===== config.mk =====
export PLATFORM = sky130hd
export DESIGN_NAME = packet_header_parser_crc16
export DESIGN_NICKNAME = d
export VERILOG_FILES = /design/src/phpcrc_pkg.sv /design/src/packet_header_parser_crc16.sv
export VERILOG_INCLUDE_DIRS = /design/src /design/src/src
export SDC_FILE = /design/constraint.sdc
export NUM_CORES = 1
export LEC_CHECK = 0
export BUFFER_PORTS_ARGS = -buffer_cell sky130_fd_sc_hd__buf_4
export CORE_MARGIN = 8
export CORE_UTILIZATION = 35
export DETAILED_ROUTE_END_ITERATION = 8
export GPL_TIMING_DRIVEN = 0
export SLEW_MARGIN = 20
export SYNTH_ARGS = -nofsm -noshare
export SYNTH_HDL_FRONTEND = slang
export SYNTH_SLANG_ARGS = --single-unit

===== constraint.sdc =====
create_clock -name clk -period 2.1 [get_ports clk]
set_input_delay 0.525 -clock clk [delete_from_list [all_inputs] [get_ports clk]]
set_output_delay 0.525 -clock clk [all_outputs]
set_load 0.03 [all_outputs]

===== src/packet_header_parser_crc16_defines.svh =====
// Assertion macros shared by the packet header parser RTL.
`ifndef PACKET_HEADER_PARSER_CRC16_DEFINES_SVH
`define PACKET_HEADER_PARSER_CRC16_DEFINES_SVH

`ifndef ASSERT_OFF
// Property must hold at every clock edge outside reset.
`define ASSERT_ALWAYS(label, prop, msg) \
    label: assert property (@(posedge clk) disable iff (!rst_n) prop) else $error(msg);
// Expression must never be true at a clock edge outside reset.
`define ASSERT_NEVER(label, expr, msg) \
    label: assert property (@(posedge clk) disable iff (!rst_n) !(expr)) else $error(msg);
`else
`define ASSERT_ALWAYS(label, prop, msg)
`define ASSERT_NEVER(label, expr, msg)
`endif

`endif


===== src/phpcrc_pkg.sv =====
// Constants and the CRC byte step for the packet header parser.
package phpcrc_pkg;

    localparam int BYTE_W = 8;
    localparam int WORD_W = 16;

    localparam logic [WORD_W-1:0] CRC_POLY = 16'h1021;
    localparam logic [BYTE_W-1:0] CMD_CHECK = 8'hFF;

    localparam logic STATUS_OK  = 1'b0;
    localparam logic STATUS_ERR = 1'b1;

    // One byte of the augmented CRC-16, shifted in MSB first.
    function automatic logic [WORD_W-1:0] crc_feed(
        input logic [WORD_W-1:0] crc,
        input logic [BYTE_W-1:0] data
    );
        logic [WORD_W-1:0] r;
        logic              top;
        r = crc;
        for (int i = BYTE_W - 1; i >= 0; i--)
        begin
            top = r[WORD_W-1];
            r   = {r[WORD_W-2:0], data[i]};
            if (top)
            begin
                r = r ^ CRC_POLY;
            end
        end
        return r;
    endfunction

endpackage


===== src/packet_header_parser_crc16.sv =====
// Packet header parser: signature hunt, header decode and header CRC-16.
`include "packet_header_parser_crc16_defines.svh"

// The parser takes one received byte per transaction and can accept a byte in
// every clock cycle. Each byte is captured in an input register and then
// processed by the phase logic and one unrolled eight-bit CRC step; the result
// is held in a result register, from which m_tvalid rises once the second
// length byte has been processed. s_tready drops only while that closing
// length byte waits behind a result that the master side has not yet taken.
// The host signature is to be written over the configuration channel only
// while the parser is idle; the block itself does not enforce this. A header
// is recognized once the last two bytes seen in the hunt equal the signature
// (low byte first). The result carries the status in m_tuser, and on a failed
// command check the command, length and CRC are all zero.
module packet_header_parser_crc16
(
    input  logic        clk,
    input  logic        rst_n,

    // Configuration write channel: host signature.
    input  logic        cfg_valid,
    output logic        cfg_ready,
    input  logic [15:0] cfg_data,

    // Received byte stream.
    input  logic        s_tvalid,
    output logic        s_tready,
    input  logic [7:0]  s_tdata,   // [7:0] rx_byte

    // Parsed header results.
    output logic        m_tvalid,
    input  logic        m_tready,
    output logic [39:0] m_tdata,   // [7:0] command, [23:8] data_count, [39:24] header_crc
    output logic        m_tuser    // [0] status
);

    typedef enum logic [2:0] {
        PH_HUNT = 3'd0,
        PH_INV  = 3'd1,
        PH_LLO  = 3'd2,
        PH_LHI  = 3'd3
    } phase_t;

    logic [15:0] host_signature_reg;

    logic        in_valid_reg;
    logic [7:0]  in_byte_reg;

    phase_t      phase_reg,      phase_next;
    logic [15:0] shift_reg,      shift_next;
    logic [7:0]  command_reg,    command_next;
    logic [7:0]  inverse_reg,    inverse_next;
    logic [7:0]  length_low_reg, length_low_next;
    logic [15:0] crc_reg,        crc_next;

    logic        out_valid_reg;
    logic        out_status_reg, out_status_next;
    logic [7:0]  out_command_reg, out_command_next;
    logic [15:0] out_count_reg,   out_count_next;
    logic [15:0] out_crc_reg,     out_crc_next;

    logic        consume;
    logic        out_load;
    logic [15:0] crc_base;
    logic [15:0] crc_fed;

    // The stored byte moves on unless it closes a header while a result still waits.
    assign consume   = in_valid_reg &&
                       (phase_reg != PH_LHI || !out_valid_reg || m_tready);
    assign s_tready  = !in_valid_reg || consume;
    assign cfg_ready = 1'b1;

    // The CRC restarts from zero on the command byte.
    assign crc_base = (phase_reg == PH_INV || phase_reg == PH_LLO || phase_reg == PH_LHI)
                      ? crc_reg : '0;
    assign crc_fed  = phpcrc_pkg::crc_feed(crc_base, in_byte_reg);

    // Phase logic for the stored byte.
    always_comb
    begin
        phase_next       = phase_reg;
        shift_next       = shift_reg;
        command_next     = command_reg;
        inverse_next     = inverse_reg;
        length_low_next  = length_low_reg;
        crc_next         = crc_reg;
        out_load         = 1'b0;
        out_status_next  = phpcrc_pkg::STATUS_OK;
        out_command_next = command_reg;
        out_count_next   = {in_byte_reg, length_low_reg};
        out_crc_next     = crc_fed;
        if (consume)
        begin
            unique case (phase_reg)
                PH_INV:
                begin
                    inverse_next = in_byte_reg;
                    crc_next     = crc_fed;
                    phase_next   = PH_LLO;
                end
                PH_LLO:
                begin
                    length_low_next = in_byte_reg;
                    crc_next        = crc_fed;
                    phase_next      = PH_LHI;
                end
                PH_LHI:
                begin
                    crc_next   = crc_fed;
                    out_load   = 1'b1;
                    phase_next = PH_HUNT;
                    shift_next = '0;
                    if ((command_reg ^ inverse_reg) != phpcrc_pkg::CMD_CHECK)
                    begin
                        out_status_next  = phpcrc_pkg::STATUS_ERR;
                        out_command_next = '0;
                        out_count_next   = '0;
                        out_crc_next     = '0;
                    end
                end
                default:
                begin
                    // Signature hunt; unused codes behave the same way.
                    if (shift_reg == host_signature_reg)
                    begin
                        command_next = in_byte_reg;
                        crc_next     = crc_fed;
                        phase_next   = PH_INV;
                    end
                    else
                    begin
                        shift_next = {in_byte_reg, shift_reg[15:8]};
                        phase_next = PH_HUNT;
                    end
                end
            endcase
        end
    end

    // State, input register and result register.
    always_ff @(posedge clk or negedge rst_n)
    begin
        if (!rst_n)
        begin
            host_signature_reg <= '0;
            in_valid_reg       <= 1'b0;
            in_byte_reg        <= '0;
            phase_reg          <= PH_HUNT;
            shift_reg          <= '0;
            command_reg        <= '0;
            inverse_reg        <= '0;
            length_low_reg     <= '0;
            crc_reg            <= '0;
            out_valid_reg      <= 1'b0;
            out_status_reg     <= phpcrc_pkg::STATUS_OK;
            out_command_reg    <= '0;
            out_count_reg      <= '0;
            out_crc_reg        <= '0;
        end
        else
        begin
            if (cfg_valid && cfg_ready)
            begin
                host_signature_reg <= cfg_data;
            end

            if (s_tvalid && s_tready)
            begin
                in_valid_reg <= 1'b1;
                in_byte_reg  <= s_tdata;
            end
            else if (consume)
            begin
                in_valid_reg <= 1'b0;
            end

            phase_reg      <= phase_next;
            shift_reg      <= shift_next;
            command_reg    <= command_next;
            inverse_reg    <= inverse_next;
            length_low_reg <= length_low_next;
            crc_reg        <= crc_next;

            if (out_load)
            begin
                out_valid_reg   <= 1'b1;
                out_status_reg  <= out_status_next;
                out_command_reg <= out_command_next;
                out_count_reg   <= out_count_next;
                out_crc_reg     <= out_crc_next;
            end
            else if (m_tready)
            begin
                out_valid_reg <= 1'b0;
            end
        end
    end

    assign m_tvalid = out_valid_reg;
    assign m_tuser  = out_status_reg;
    assign m_tdata  = {out_crc_reg, out_count_reg, out_command_reg};

    // A failed command check reports nothing but its status.
    `ASSERT_ALWAYS(a_err_payload_zero, m_tvalid && m_tuser == phpcrc_pkg::STATUS_ERR |-> m_tdata == '0, "error result with nonzero payload")
    // A new result never overwrites one that is still waiting.
    `ASSERT_NEVER(a_no_overwrite, out_load && out_valid_reg && !m_tready, "pending result overwritten")
    // After a result the parser is back in the hunt with a cleared shift register.
    `ASSERT_ALWAYS(a_back_to_hunt, out_load |=> phase_reg == PH_HUNT && shift_reg == '0, "no return to hunt after result")
    // A hunt byte that does not complete the signature keeps the parser hunting.
    `ASSERT_ALWAYS(a_hunt_holds, consume && phase_reg == PH_HUNT && shift_reg != host_signature_reg |=> phase_reg == PH_HUNT, "hunt left without signature match")

endmodule

; ---- After elaboration in Yosys (flattened, before gate mapping)
; Index checks and enable logic that the tools add are counted.
[op_classes]
muxes = 33
bitwise_logic = 11
reduce_logical = 19
eq_ne = 7
[ops]
columns = cell, n
row1 = 2-to-1 mux 16 bit, 10
row2 = 2-to-1 mux 13 bit, 8
row3 = case mux 16 bit (2 select lines), 1
row4 = 2-to-1 mux 8 bit, 3
row5 = inverter 3 bit, 8
row6 = == test 16 bit, 1
row7 = 2-to-1 mux 1 bit, 10
row8 = "!= test 8 bit, second input constant", 1
row9 = bitwise XOR 8 bit, 1
row10 = "== test 3 x 2 -> 1 bit, second input constant", 2
row11 = case mux 2 bit (3 select lines), 1
row12 = AND reduction 2 bit, 3
row13 = AND reduction 3 bit, 2
row14 = nonzero test 2 bit, 3
row15 = logical OR 1 bit, 5
row16 = "== test 3 x 1 -> 1 bit, second input constant", 1
row17 = "!= test 3 x 2 -> 1 bit, second input constant", 1
row18 = OR reduction 3 bit, 1
row19 = logical AND 1 bit, 2
row20 = logical NOT 1 bit, 2
row21 = "!= test 2 bit, second input constant", 1
row22 = inverter 1 bit, 2
row23 = OR reduction 2 bit, 1
[totals]
elab_cells = 84
register_bits = 126
inputBits = 29

; ---- Logic depth before layout (Yosys ltp)
[depth]
depth_word = 23
ltp_mapped = 8
depth_no_buf = 6

; ---- Worst setup path after synthesis
; Ideal clock, no wire load.
[synth_timing]
path_kind = register to register
startpoint = register out_valid_reg, in the netlist m_tvalid
endpoint = register crc_reg[6]
slack_ns = 0.086
arrival_ns = 1.889
stages_incl_launch_ff = 8
period_less_slack_ns = 2.014
path_buffers = 3
setup_ns = 0.125
path_cell_list = dfrtp_1 nor2b_1 a21oi_1 clkbuf_1 a21bo_1 buf_6 buf_6 mux2_4
[synth_via]
elab_chain_len = 5
[synth_lines]
columns = element, line
row1 = start: declaration, packet_header_parser_crc16.sv:56  ; logic out_valid_reg;
row2 = start signal: assignment, packet_header_parser_crc16.sv:154  ; out_valid_reg <= 1'b0;
row3 = start signal: assignment, packet_header_parser_crc16.sv:186  ; out_valid_reg <= 1'b1;
row4 = start signal: assignment, packet_header_parser_crc16.sv:194  ; out_valid_reg <= 1'b0;
row5 = logical NOT 1 bit, packet_header_parser_crc16.sv:69  ; (phase_reg != PH_LHI || !out_valid_reg || m_tready);
row6 = logical OR 1 bit (2 in series), packet_header_parser_crc16.sv:69
row7 = logical AND 1 bit, packet_header_parser_crc16.sv:68  ; assign consume = in_valid_reg &&
row8 = AND reduction 2 bit (no line), --
row9 = end signal: assignment, packet_header_parser_crc16.sv:182  ; crc_reg <= crc_next;
row10 = end: declaration, packet_header_parser_crc16.sv:54  ; logic [15:0] crc_reg, crc_next;
; Every way passes these cells.
; A chain may end at the register's enable or synchronous reset.

; ---- Worst setup path after layout
[layout_timing]
startpoint = register phase_reg[0]
endpoint = output s_tready
[layout_via]
elab_chain_len = 5
[layout_lines]
columns = element, line
row1 = start: declaration, packet_header_parser_crc16.sv:49  ; phase_t phase_reg, phase_next;
row2 = start signal: assignment, packet_header_parser_crc16.sv:177  ; phase_reg <= phase_next;
row3 = != test 3 x 2 -> 1 bit, packet_header_parser_crc16.sv:69
row4 = logical OR 1 bit (2 in series), packet_header_parser_crc16.sv:69
row5 = logical AND 1 bit, packet_header_parser_crc16.sv:68
row6 = logical OR 1 bit, packet_header_parser_crc16.sv:70  ; assign s_tready = !in_valid_reg || consume;
row7 = end: declaration, packet_header_parser_crc16.sv:27  ; output logic s_tready,
; Every way passes these cells.

==> results.ini <==
[synthesis]
sequential_element_share_of_the_synthesized_area=0.5727
post_synth_instance_area_um2=5461
synth-seq-cells=125
syn_inst=424
synth_net_count=458
count_of_flip_flops_with_a_built_in_enable_after_synthesis=0
synth_cell_type_count=32
post_synth_fa_ha_maj_area_fraction=0.01145
ys_async_sr_fraction=1.000
top_post_synthesis_cells_by_area=dfrtp_1 (57%), mux2_2 (11%), a22o_1 (5.5%)
synthXorXnorAreaFrac=0.07698
synth-compound-area-share=0.09691
ys.flop_type=dfrtp_1
yosys_warnings=0
netlist.top_cell.by_area=dfrtp_1
yosys.area_share.simple=0.06758
synth_top_family_by_area=multiplexers
synth.area.mux_share=0.1482
synth_top_area_frac=0.5727
postSynthAreaPerCell_um2=12.88

[timing]
timing.final.hold_violations=0
post-route-period-util=0.9593
grt_setup_unrepaired=yes
setup_violations=0
finalWorstPathRequiredPeriod_ns=2.015
slew_violations=0
clock-skew-final_ns=0.01421
timing.setup.tns_ns=0
worst-slew-pin-transition_ns=0.5922
tightest_slew_margin_relative_to_the_limit=0.6052
post_route_hold_slack_ns=0.09737
achievable_clock_frequency_ghz=0.4964

[die]
design.die.area_um2=19860
fp.dieW_um=140.9
design.core.area_um2=15200
dieHeight_um=140.9
effective_utilization_at_floorplan=0.3593
top_level_ports=73
rows=45

[setup_path]
worstSetupStartpointType=register
required_time_at_the_endpoint_of_the_critical_path_ns=1.57
cp_max_fo=10
regToRegSetupSlack_ns=0.10
crit_type=register to primary output
timing.critical_path.to_type=primary output
arrival_time_of_data_at_the_critical_path_endpoint_ns=1.49

[finish]
postLayoutCellArea_um2=7068
final.fill_count=1367
finish.utilization=0.4649
drive_above_1_share=0.3503
antenna_cells=0
nets=552
synthToLayoutAreaGrowth_pct=29.42

[route]
dr.pass1.iters=4
topRoutingLayerUsed=met4
drt_wl_total_um=12930
num_vias=3533
route.met3.wl_um=495
met2RoutedLength_um=6212
drt-wirelength-per-cell_um=17.98
remaining_drc_errors=0
antenna_violating_nets_post_route=0
routed_length_on_met1_um=6081
drt-initial-drc-count=275
route.detailed.vias_per_inst=4.914

[clock_network]
htree_levels=4
cts_made_buffers=17
numClockSinks=125
clkLatencyLatePin_ns=0.42
cts_root_buf=clkbuf_16
clock_tree_from_tritoncts=built
clk_pin_slew_ns=0.06
clock_path_buffers=2
postCtsHoldBufs=0

[placement]
detailed_place.area_um2=6254
gpl.final_weighted_congestion=0.7686
place_hpwl_um=8856
io_buffers=70

[power_and_ir_drop]
total_power_mw=9.273
static-leakage-power_nw=3.369
power-per-cell-area_nw_per_um2=1312
maximum_vdd_ir_drop_mv=0.6289

[global_routing]
first_global_vias=3874
global_route.overflow_total=0
grt_first_pass_wirelength_um=21270
globalRouteTotalUtil=0.1383
antenna_found_initial=0
grt_max_degree=66

[flow_run]
maxCapViolCount=0

[worst_hold_path]
hold_class=input pin to async pin

[run_status]
run_status=complete, no violations

-- critical path, cell delays in order (launching register included) --
cell and delay, ns:
dfrtp_1 0.41, ha_1 0.22, buf_4 0.19, nand3_2 0.11
buf_6 0.14
-- stage by stage --
stage          instances  worst slack (ns)
2_1_floorplan        424           0.08553
3_3_place_gp         682           -0.1480
3_5_place_dp         683           -0.2458
4_1_cts              719          0.003573
5_1_grt              719          -0.02446
6_report             719           0.08539
-- cell usage after synthesis, types with 8 or more instances --
cell	count
nor2_1	8
o21ai_0	17
mux2i_1	16
nand2b_1	9
mux2_2	55
clkbuf_1	12
a22o_1	34
dfrtp_1	125
and2_1	16
nand2_1	29
xnor2_1	26
xor2_1	22
-- power by group --
group	leakage, nW	total [mW]	internal, mW	switching [mW]
Combinational	1.43	2.39	1.17	1.22
Clock	0.339	3.47	2.44	1.04
Sequential	1.60	3.41	2.94	0.474
Total	3.37	9.27	6.54	2.73
-- layout by cell type, fill, tap and decap left out, types with 3 or more instances in the layout --
master	instances
a21oi_1	3
ha_1	5
clkbuf_2	4
clkbuf_1	9
buf_4	78
buf_6	4
a22o_1	34
xor2_1	22
nand2_1	29
bufinv_16	7
o31ai_1	7
inv_1	5
nor2_1	8
nand2b_1	9
mux2i_1	16
and2_1	16
dfrtp_1	125
o21ai_0	17
clkbuf_16	17
o2bb2ai_1	7
xnor2_1	26
mux2_2	55
nor4_2	3
clkbuf_8	3
-- path summary, 6_finish.rpt --
path	cells past startpoint	startpoint	to
setup / recovery	4	phase_reg[0]	s_tready
hold / removal	1	rst_n	host_signature_reg[9]
setup reg to reg	8	host_signature_reg[11]	shift_reg[14]
hold reg to reg	2	out_crc_reg[13]	out_crc_reg[13]
max in group asynchronous	2	rst_n	crc_reg[6]
min in group clk	2	s_tvalid	in_valid_reg
-- area by class of cell --
class	instances	area (um2)	area share
inverter	5	18.77	0.002655
clock buffer	21	470.5	0.06656
clock inverter	11	235.2	0.03328
sequential	125	3128	0.4426
multi-input combinational	271	2256	0.3192
timing repair buffer	76	598.1	0.08462
tap	188	235.2	0.03328
buffer	22	126.4	0.01788
-- logic make-up (layout without fill, tap and decap cells) --
kind of cell	Yosys count	after routing
AOI/OAI and AO/OA	70	70
buffers and inverters	28	135
and+or+nand+nor	74	74
adders and majority gates	5	5
muxes	73	73
DFF	125	125
other	1	1
xor gates and xnor gates	48	48
-- per-layer routing --
metal,vias to the layer above,GRT usage
met5,-,0
met4,0,0.05600
met3,10,0.04085
met2,58,0.2168
met1,1790,0.1756
li1,1675,-
-- what timing repair did --
| action | 4_1_cts | 5_1_grt |
|---|---|---|
| buffers inserted | 5 | 0 |
| endpoints found under the setup margin | 60 | 20 |
| pin swaps | 5 | 1 |
| resized for setup | 14 | 10 |
Note: power is estimated with default switching activity, not from simulation.
